`config.mk`:
```
export PLATFORM = sky130hd
export DESIGN_NAME = serial_command_frame_receiver_top
export DESIGN_NICKNAME = d
export VERILOG_FILES = /design/src/rtl/sfr_pkg.sv /design/src/rtl/serial_command_frame_receiver_top.sv /design/src/rtl/sfr_ctrl.sv /design/src/rtl/sfr_datapath.sv
export SDC_FILE = /design/constraint.sdc
export NUM_CORES = 1
export LEC_CHECK = 0
export ABC_AREA = 1
export BUFFER_PORTS_ARGS = -buffer_cell sky130_fd_sc_hd__buf_2
export CAP_MARGIN = 20
export CORE_ASPECT_RATIO = 2
export CORE_MARGIN = 2
export CORE_UTILIZATION = 45
export CTS_BUF_LIST = sky130_fd_sc_hd__clkbuf_16
export DETAILED_ROUTE_END_ITERATION = 7
export GPL_TIMING_DRIVEN = 0
export PLACE_DENSITY = 0.68
export SLEW_MARGIN = 5
export SYNTH_ARGS = -nofsm -noshare
export SYNTH_HDL_FRONTEND = slang
export SYNTH_SLANG_ARGS = --single-unit
```
`constraint.sdc`:
```
create_clock -name clk_i -period 4.25 [get_ports clk_i]
set_input_delay 0.85 -clock clk_i [delete_from_list [all_inputs] [get_ports clk_i]]
set_output_delay 0.85 -clock clk_i [all_outputs]
set_load 0.005 [all_outputs]
```
`src/rtl/sfr_pkg.sv`:
```
// package: shared types and constants of the serial command frame receiver
`timescale 1ns / 1ps
`default_nettype none

package sfr_pkg;

  localparam int unsigned MaxActuatorsDefault = 8;
  localparam logic [7:0]  SlaveAddrReset      = 8'd1;
  localparam logic [7:0]  HeaderByte          = 8'hFF;
  localparam logic [7:0]  TerminatorByte      = 8'h00;
  localparam logic [1:0]  HdrInPayload        = 2'd3;
  localparam logic [1:0]  HdrTwoSeen          = 2'd2;

  // payload positions before the actuator bytes
  localparam logic [1:0]  PosMode             = 2'd0;
  localparam logic [1:0]  PosCount            = 2'd1;
  localparam logic [1:0]  PosSensor           = 2'd2;

  typedef enum logic [1:0] {
    ST_RECV,
    ST_READ,
    ST_SEND
  } state_e;

  typedef struct packed {
    logic rx_en;     // input transaction taken this cycle
    logic rd_issue;  // read actuator bytes at current index
    logic advance;   // move to next actuator
  } cmd_t;

  typedef struct packed {
    logic frame_end; // current byte is a zero terminator of a good frame
    logic empty;     // frame holds no actuators
    logic last;      // current result is the last of the frame
  } status_t;

endpackage

`default_nettype wire

```
`src/rtl/serial_command_frame_receiver_top.sv`:
```
// top level of the serial command frame receiver
//
//   channel   dir  handshake                      payload
//   s_axis    in   s_axis_tvalid_i/tready_o       tdata[7:0] rx_byte
//   m_axis    out  m_axis_tvalid_o/tready_i       tdata, tuser value_present, tlast
//   cfg       in   cfg_valid_i/cfg_ready_o        cfg_data_i slave_address
//
// one received byte is taken per cycle while a frame is being collected
// each actuator result takes a store read, then a send that waits out any
// output stall; the single result of an empty frame takes only the send
// no byte is taken until the last result has gone
// reset clears the header hunt and sets the slave address to 1
// the configuration channel is always ready
`timescale 1ns / 1ps
`default_nettype none

module serial_command_frame_receiver_top
  import sfr_pkg::*;
#(
  parameter int unsigned MAX_ACTUATORS = MaxActuatorsDefault
) (
  input  wire         clk_i,
  input  wire         rst_ni,
  input  wire         s_axis_tvalid_i,
  output logic        s_axis_tready_o,
  input  wire  [7:0]  s_axis_tdata_i,   // [7:0] rx_byte
  output logic        m_axis_tvalid_o,
  input  wire         m_axis_tready_i,
  // [7:0] frame_mode, [15:8] sensor_count, [18:16] actuator_index,
  // [34:19] actuator_value, [39:35] zero
  output logic [39:0] m_axis_tdata_o,
  output logic        m_axis_tuser_o,   // [0] value_present
  output logic        m_axis_tlast_o,
  input  wire         cfg_valid_i,
  output logic        cfg_ready_o,
  input  wire  [7:0]  cfg_data_i
);

  cmd_t        cmd;
  status_t     status;
  logic [7:0]  frame_mode;
  logic [7:0]  sensor_count;
  logic [2:0]  actuator_index;
  logic [15:0] actuator_value;

  assign cfg_ready_o = 1'b1;

  sfr_ctrl u_ctrl (
    .clk_i       (clk_i),
    .rst_ni      (rst_ni),
    .in_valid_i  (s_axis_tvalid_i),
    .in_ready_o  (s_axis_tready_o),
    .out_valid_o (m_axis_tvalid_o),
    .out_ready_i (m_axis_tready_i),
    .status_i    (status),
    .cmd_o       (cmd)
  );

  sfr_datapath #(
    .MAX_ACTUATORS (MAX_ACTUATORS)
  ) u_datapath (
    .clk_i            (clk_i),
    .rst_ni           (rst_ni),
    .rx_byte_i        (s_axis_tdata_i),
    .cfg_we_i         (cfg_valid_i && cfg_ready_o),
    .cfg_data_i       (cfg_data_i),
    .cmd_i            (cmd),
    .status_o         (status),
    .frame_mode_o     (frame_mode),
    .sensor_count_o   (sensor_count),
    .actuator_index_o (actuator_index),
    .actuator_value_o (actuator_value),
    .value_present_o  (m_axis_tuser_o),
    .last_of_frame_o  (m_axis_tlast_o)
  );

  assign m_axis_tdata_o = {5'd0, actuator_value, actuator_index, sensor_count, frame_mode};

endmodule

`default_nettype wire

```
`src/rtl/sfr_ctrl.sv`:
```
// controller: receive, read and send sequencing
`timescale 1ns / 1ps
`default_nettype none

module sfr_ctrl
  import sfr_pkg::*;
(
  input  wire     clk_i,
  input  wire     rst_ni,
  input  wire     in_valid_i,
  output logic    in_ready_o,
  output logic    out_valid_o,
  input  wire     out_ready_i,
  input  status_t status_i,
  output cmd_t    cmd_o
);

  state_e state_q, state_d;

  always_ff @(posedge clk_i or negedge rst_ni) begin
    if (!rst_ni) begin
      state_q <= ST_RECV;
    end else begin
      state_q <= state_d;
    end
  end

  always_comb begin
    state_d     = state_q;
    cmd_o       = '0;
    in_ready_o  = 1'b0;
    out_valid_o = 1'b0;
    unique case (state_q)
      ST_RECV: begin
        in_ready_o   = 1'b1;
        cmd_o.rx_en  = in_valid_i;
        if (in_valid_i && status_i.frame_end) begin
          state_d = status_i.empty ? ST_SEND : ST_READ;
        end
      end
      ST_READ: begin
        cmd_o.rd_issue = 1'b1;
        state_d        = ST_SEND;
      end
      ST_SEND: begin
        out_valid_o = 1'b1;
        if (out_ready_i) begin
          if (status_i.last) begin
            state_d = ST_RECV;
          end else begin
            cmd_o.advance = 1'b1;
            state_d       = ST_READ;
          end
        end
      end
      default: begin
        state_d = ST_RECV;
      end
    endcase
  end

endmodule

`default_nettype wire

```
`src/rtl/sfr_datapath.sv`:
```
// datapath: header hunt, payload capture, actuator store and value decode
`timescale 1ns / 1ps
`default_nettype none

module sfr_datapath
  import sfr_pkg::*;
#(
  parameter int unsigned MAX_ACTUATORS = MaxActuatorsDefault
) (
  input  wire         clk_i,
  input  wire         rst_ni,
  input  wire  [7:0]  rx_byte_i,
  input  wire         cfg_we_i,
  input  wire  [7:0]  cfg_data_i,
  input  cmd_t        cmd_i,
  output status_t     status_o,
  output logic [7:0]  frame_mode_o,
  output logic [7:0]  sensor_count_o,
  output logic [2:0]  actuator_index_o,
  output logic [15:0] actuator_value_o,
  output logic        value_present_o,
  output logic        last_of_frame_o
);

  localparam int unsigned Depth = 2 * MAX_ACTUATORS;
  localparam int unsigned AW    = (Depth > 1) ? $clog2(Depth) : 1;
  localparam int unsigned PW    = $clog2(Depth + 4);
  localparam int unsigned KW    = (MAX_ACTUATORS > 1) ? $clog2(MAX_ACTUATORS) : 1;

  logic [7:0]    slave_addr_q;
  logic [1:0]    hdr_q, hdr_d;
  logic [PW-1:0] pos_q, pos_d;
  logic [7:0]    mode_q, mode_d;
  logic [7:0]    count_q, count_d;
  logic [7:0]    sensor_q, sensor_d;
  logic [KW-1:0] k_q;
  logic          present_q;
  logic [7:0]    lo_q, hi_q;
  logic [7:0]    mem [Depth];

  logic          wr_en;
  logic [AW-1:0] wr_addr;
  logic [9:0]    data_end;
  logic          frame_end;
  logic [14:0]   mag;

  always_ff @(posedge clk_i or negedge rst_ni) begin
    if (!rst_ni) begin
      slave_addr_q <= SlaveAddrReset;
    end else if (cfg_we_i) begin
      slave_addr_q <= cfg_data_i;
    end
  end

  // first position past the actuator bytes holds the terminator
  assign data_end = {1'b0, count_q, 1'b0} + 10'd3;

  always_comb begin
    hdr_d     = hdr_q;
    pos_d     = pos_q;
    mode_d    = mode_q;
    count_d   = count_q;
    sensor_d  = sensor_q;
    wr_en     = 1'b0;
    wr_addr   = AW'(pos_q - PW'(3));
    frame_end = 1'b0;
    if (hdr_q != HdrInPayload) begin
      pos_d = '0;
      if (rx_byte_i == HeaderByte) begin
        hdr_d = hdr_q + 2'd1;
      end else if (hdr_q == HdrTwoSeen && rx_byte_i == slave_addr_q) begin
        hdr_d = HdrInPayload;
      end else begin
        hdr_d = '0;
      end
    end else if (pos_q == PW'(PosMode)) begin
      mode_d = rx_byte_i;
      pos_d  = PW'(PosCount);
    end else if (pos_q == PW'(PosCount)) begin
      count_d = rx_byte_i;
      if (rx_byte_i > 8'(MAX_ACTUATORS)) begin
        hdr_d = '0;
        pos_d = '0;
      end else begin
        pos_d = PW'(PosSensor);
      end
    end else if (pos_q == PW'(PosSensor)) begin
      sensor_d = rx_byte_i;
      pos_d    = PW'(3);
    end else if (10'(pos_q) < data_end) begin
      wr_en = 1'b1;
      pos_d = pos_q + PW'(1);
    end else begin
      hdr_d     = '0;
      pos_d     = '0;
      frame_end = (rx_byte_i == TerminatorByte);
    end
  end

  always_ff @(posedge clk_i or negedge rst_ni) begin
    if (!rst_ni) begin
      hdr_q     <= '0;
      pos_q     <= '0;
      mode_q    <= '0;
      count_q   <= '0;
      sensor_q  <= '0;
      k_q       <= '0;
      present_q <= 1'b0;
    end else begin
      if (cmd_i.rx_en) begin
        hdr_q    <= hdr_d;
        pos_q    <= pos_d;
        mode_q   <= mode_d;
        count_q  <= count_d;
        sensor_q <= sensor_d;
        if (frame_end) begin
          k_q       <= '0;
          present_q <= (count_q != 8'd0);
        end
      end
      if (cmd_i.advance) begin
        k_q <= k_q + KW'(1);
      end
    end
  end

  always_ff @(posedge clk_i) begin
    if (cmd_i.rx_en && wr_en) begin
      mem[wr_addr] <= rx_byte_i;
    end
    if (cmd_i.rd_issue) begin
      lo_q <= mem[AW'({k_q, 1'b0})];
      hi_q <= mem[AW'({k_q, 1'b1})];
    end
  end

  assign status_o.frame_end = frame_end;
  assign status_o.empty     = (count_q == 8'd0);
  assign status_o.last      = !present_q || (8'(k_q) + 8'd1 == count_q);

  // sign-magnitude to two's complement, negative zero folds to zero
  assign mag = {hi_q[6:0], lo_q};

  always_comb begin
    frame_mode_o     = mode_q;
    sensor_count_o   = sensor_q;
    value_present_o  = present_q;
    last_of_frame_o  = status_o.last;
    actuator_index_o = '0;
    actuator_value_o = '0;
    if (present_q) begin
      actuator_index_o = 3'(k_q);
      actuator_value_o = hi_q[7] ? (16'd0 - {1'b0, mag}) : {1'b0, mag};
    end
  end

endmodule

`default_nettype wire
```
==> metrics.sh <==
PLACEMENT.CELL_AREA_UM2=9210
TIMING.CRITICAL_PATH.MAX_DELAY_FAMILY='simple AND/OR/NAND/NOR gates'
CTS.HOLD.BUFFERS_ADDED=0
TIGHTEST_SLEW_NS=0.833
TIMING_WORST_SETUP_PATH_TYPE='reg2reg'
GRTUSAGEMET2_PCT=41.2
NETLIST.TOP_CELL.BY_AREA='edfxtp_1'
GR_LAYER_USAGE_MET1_PCT=21.1
AREA_OF_THE_CORE_REGION_UM2=18700
POST_SYNTH_NUM_CELL_TYPES=36
POWER.LEAKAGE_nW=3.95
SYNTH_TOP_CELL_AREA_SHARE_PCT=50.4
WORST_SETUP_PATH_END_KIND='register'
GRT_PASS1_VIAS=6140
SYNTH.CELL_AREA_UM2=8580
TIMING.CLOCK.SKEW_NS=0.0103
ROUTE.ANTENNA.REMAINING_NETS=0
WORST_EP_ARRIVAL_TIME_NS=3.28
FINAL_INSTANCE_AREA_UM2=9830
CLOCK_TREE.HTREE_LEVEL_COUNT=4
GRT_MOST_USED_LAYER='met2'
TRACK_USAGE_PCT=21.6
WORST_SETUP_PATH_START_KIND='register'
DRT-TOTAL-WL_UM=20300
SETUP-VIOLATIONS-FINAL=0
SYN_INST=846
CRITPATHMAXFANOUT=8
WORST_SLEW_MARGIN_REL_PCT=44.3
CRIT_PATH_TOP_DELAY_CELL='nor2_1'
POWER.SWITCHING_FRACTION_PCT=20.2
ROUTABILITYCONGESTION=0.889
BOUNDARYPINS=66
GRT_MAX_DEGREE=46
FLOORPLAN.DIE_AREA_UM2=20300
PORT_BUFFERS=59
CRITPATHMOSTFREQUENTCELL='nand2_1'
SYN_AVG_CELL_AREA_UM2=10.1
CRIT_REQUIRED_NS=4.32
NUM-NETS-FINAL=966
FLOORPLAN.ROWS=71
POWER.CLOCK.FRACTION_PCT=43.2
INITIAL_DETAILED_ROUTING_VIOLATION_COUNT=616
TIMING.MAX_CAP.VIOLATIONS=0
CTS-RESIZED-GATES=0
FINAL_MIN_PERIOD_OVER_CLOCK_PERIOD_PCT=75.5
TOTAL_OF_FLIP_FLOPS_PLUS_LATCHES_AFTER_SYNTHESIS=189
POWER_FRAC_COMB_PCT=2.6
YOSYS_WARNINGS=0
INITIAL_CORE_UTIL_PCT=45.8
1ST_PASS_ROUTER_ITERATIONS=5
NUM_CTS_BUFFERS=17
AVGVIACOUNTPERCELL=5.14
SETUP-TNS-FINAL_NS=0
WIRE_PER_INST_UM=17.0
RUN_STATUS='complete, no violations'
DIE_W_UM=102
TIMING.HOLD.WORST.CLASS='in2async'
LAYOUT_COMMONEST_CELL='nor2_1'
DRCVIOLATIONCOUNT=0
VIA_COUNT_OF_THE_ROUTED_DESIGN=6152
INSERTEDDIODECOUNT=0
GRT_FIRST_PASS_WIRELENGTH_UM=32000
CLK-INSERTION-DELAY-LATE_NS=0.44
DP.FINAL_HPWL_UM=15200
CLOCK_SINKS=189
CP_CELL_SEQUENCE='ha_1 > xnor2_1 > ha_1 > a21oi_1 > nand2_1 > nand2_1 > nand2_1 > nand2_1 > nand2_2 > nor3_4 > nand2_2 > nor2_1'
FINAL_CELL_MIX='nor2_1 (180), edfxtp_1 (144), nand2_1 (108), o21ai_0 (97), buf_2 (69)'
CTS_TREE='done'
POWER.SEQUENTIAL.FRACTION_PCT=54.2
CRITICAL_PATH.N_BUFFERS_INVERTERS=0
CELLINTERNALPOWER_mW=2.95
GRT_SETUP_UNREPAIRED='false'
GRTUSAGEMET3_PCT=4.06
CLK_PIN_SLEW_NS=0.07
TIMING_MAX_TRANSITION_VIOLATIONS_FINAL=0
GRT_ANTENNA_BEFORE_REPAIR=0
SYNTH_AREA_LEADERS='edfxtp_1 (50%), dfrtp_1 (13%), nor2_1 (7.9%)'
CTS-ROOT-TO-SINK-BUFFERS=2
CTS_POST_SETUP_BUFFERS_INSERTED=0
MAX_CLOCK_FREQ_MHz=311
SEQ_AREA_FRAC_SYNTH_PCT=63.5
FLOORPLAN.DIE.HEIGHT_UM=199
GRT.OVERFLOW.TOTAL=0
P_SW_mW=0.747
POWER_DENSITY_nW_PER_UM2=376
POST_ROUTE_CELLS_DRIVE_ABOVE_1_SHARE_PCT=13.6
LAYOUT-AREA-OVERHEAD-VS-SYNTH_PCT=14.5
SLOWEST_DELAY_NS=0.66
FIN_CRIT_NS=3.21
CLOCK_TREE.ROOT_CELL='clkbuf_16'
FINAL-HOLD-VIOLATION-COUNT=0
POWER.IR.VDD_WORST_V=0.000323
==> cells in the mapped netlist, drive strengths merged <==
cell,count
o21ai,106
a31oi,16
nor3,12
nand3b,1
xnor2,5
nand4,9
xor2,7
buf,20
inv,64
conb,2
edfxtp,144
nand2,115
dfrtp,44
dfstp,1
clkbuf,21
mux2,2
a21boi,1
nor3b,1
o21bai,1
nor2,185
o21a,1
clkinv,1
a21oi,23
ha,16
nand3,32
o22ai,16
==> routing by layer <==
layer | routed length (um) | up-vias | share of wire (%)
met1 | 6800 | 2882 | 33
met3 | 803 | 55 | 3.9
met2 | 11700 | 177 | 58
li1 | - | 3038 | -
met4 | 1020 | 0 | 5.0
met5 | 0 | - | 0
==> state kept, by name, indices dropped and copies added, names as in the netlist <==
name	count
u_datapath.k_q	3
u_ctrl.state_q	2
u_datapath.count_q	8
u_datapath.pos_q	5
u_datapath.lo_q	8
u_datapath.hi_q	8
u_datapath.slave_addr_q	8
u_datapath.sensor_count_o	8
u_datapath.value_present_o	1
u_datapath.hdr_q	2
u_datapath.frame_mode_o	8
u_datapath.mem	128
==> cells by family after synthesis <==
logic type | count (synthesis) | share of synthesized area (%)
AOI/OAI and AO/OA | 164 | 10.1
buffers and inverters | 106 | 5.18
DFF | 189 | 63.5
adders and majority gates | 16 | 2.33
xor gates and xnor gates | 12 | 1.22
and+or+nand+nor | 355 | 17.3
other | 2 | 0.0875
muxes | 2 | 0.262
==> path summary, 6_finish.rpt <==
kind	startpoint	endpoint	depth (start not counted)	slack [ns]
worst min register to register	u_datapath.sensor_count_o[7]	u_datapath.sensor_count_o[7]	2	0.49
worst max register to register	u_datapath.count_q[0]	u_datapath.mem[1][3]	12	1.04
worst max-delay path	u_datapath.count_q[0]	u_datapath.mem[1][3]	12	1.04
worst min-delay path	rst_ni	u_ctrl.state_q[0]	1	0.25
max in group asynchronous	rst_ni	u_datapath.slave_addr_q[0]	2	3.47
min in group clk_i	u_datapath.sensor_count_o[7]	u_datapath.sensor_count_o[7]	2	0.49
==> worst register-to-register path: stages, from the launching register on <==
cell and delay, ns:
dfrtp_1 0.45, ha_1 0.27, xnor2_1 0.21, ha_1 0.28, a21oi_1 0.13, nand2_1 0.07, nand2_1 0.05, nand2_1 0.08
nand2_1 0.14, nand2_2 0.09, nor3_4 0.27, nand2_2 0.14, nor2_1 0.66
==> metrics by stage <==
stage / power, mW / std cells / hold slack, ns / worst slack [ns] / utilization (%)
detailed placement: 2.14 / 1164 / 0.474 / 1.02 / 49.1
global placement: 2.14 / 1164 / 0.470 / 1.12 / 49.1
CTS: 3.72 / 1196 / 0.491 / 1.00 / 52.3
floorplan: 2.08 / 850 / 0.460 / 1.65 / -
global route: 3.81 / 1197 / 0.243 / 0.813 / 52.4
finish: 3.70 / 1197 / 0.248 / 1.04 / 52.4
==> power by group through the flow <==
stage / clock network [mW] / registers (mW) / logic, mW
2_1_floorplan: 0 / 2.04 / 0.0374
3_3_place_gp: 0 / 2.04 / 0.0945
3_5_place_dp: 0 / 2.04 / 0.0969
4_1_cts: 1.62 / 2.01 / 0.0970
5_1_grt: 1.69 / 2.01 / 0.112
6_report: 1.60 / 2.01 / 0.0973
==> cell type report <==
cell class              count  area (um^2)
fillers                  1651         8920
flip-flops and latches    189         5450
multi-input cells         555         2700
clock buffers              17          425
well taps                 255          319
repair buffers             60          315
inverters                  65          244
plain buffers              41          200
clock inverters            15          171
Power figures use the tool's default switching activity.
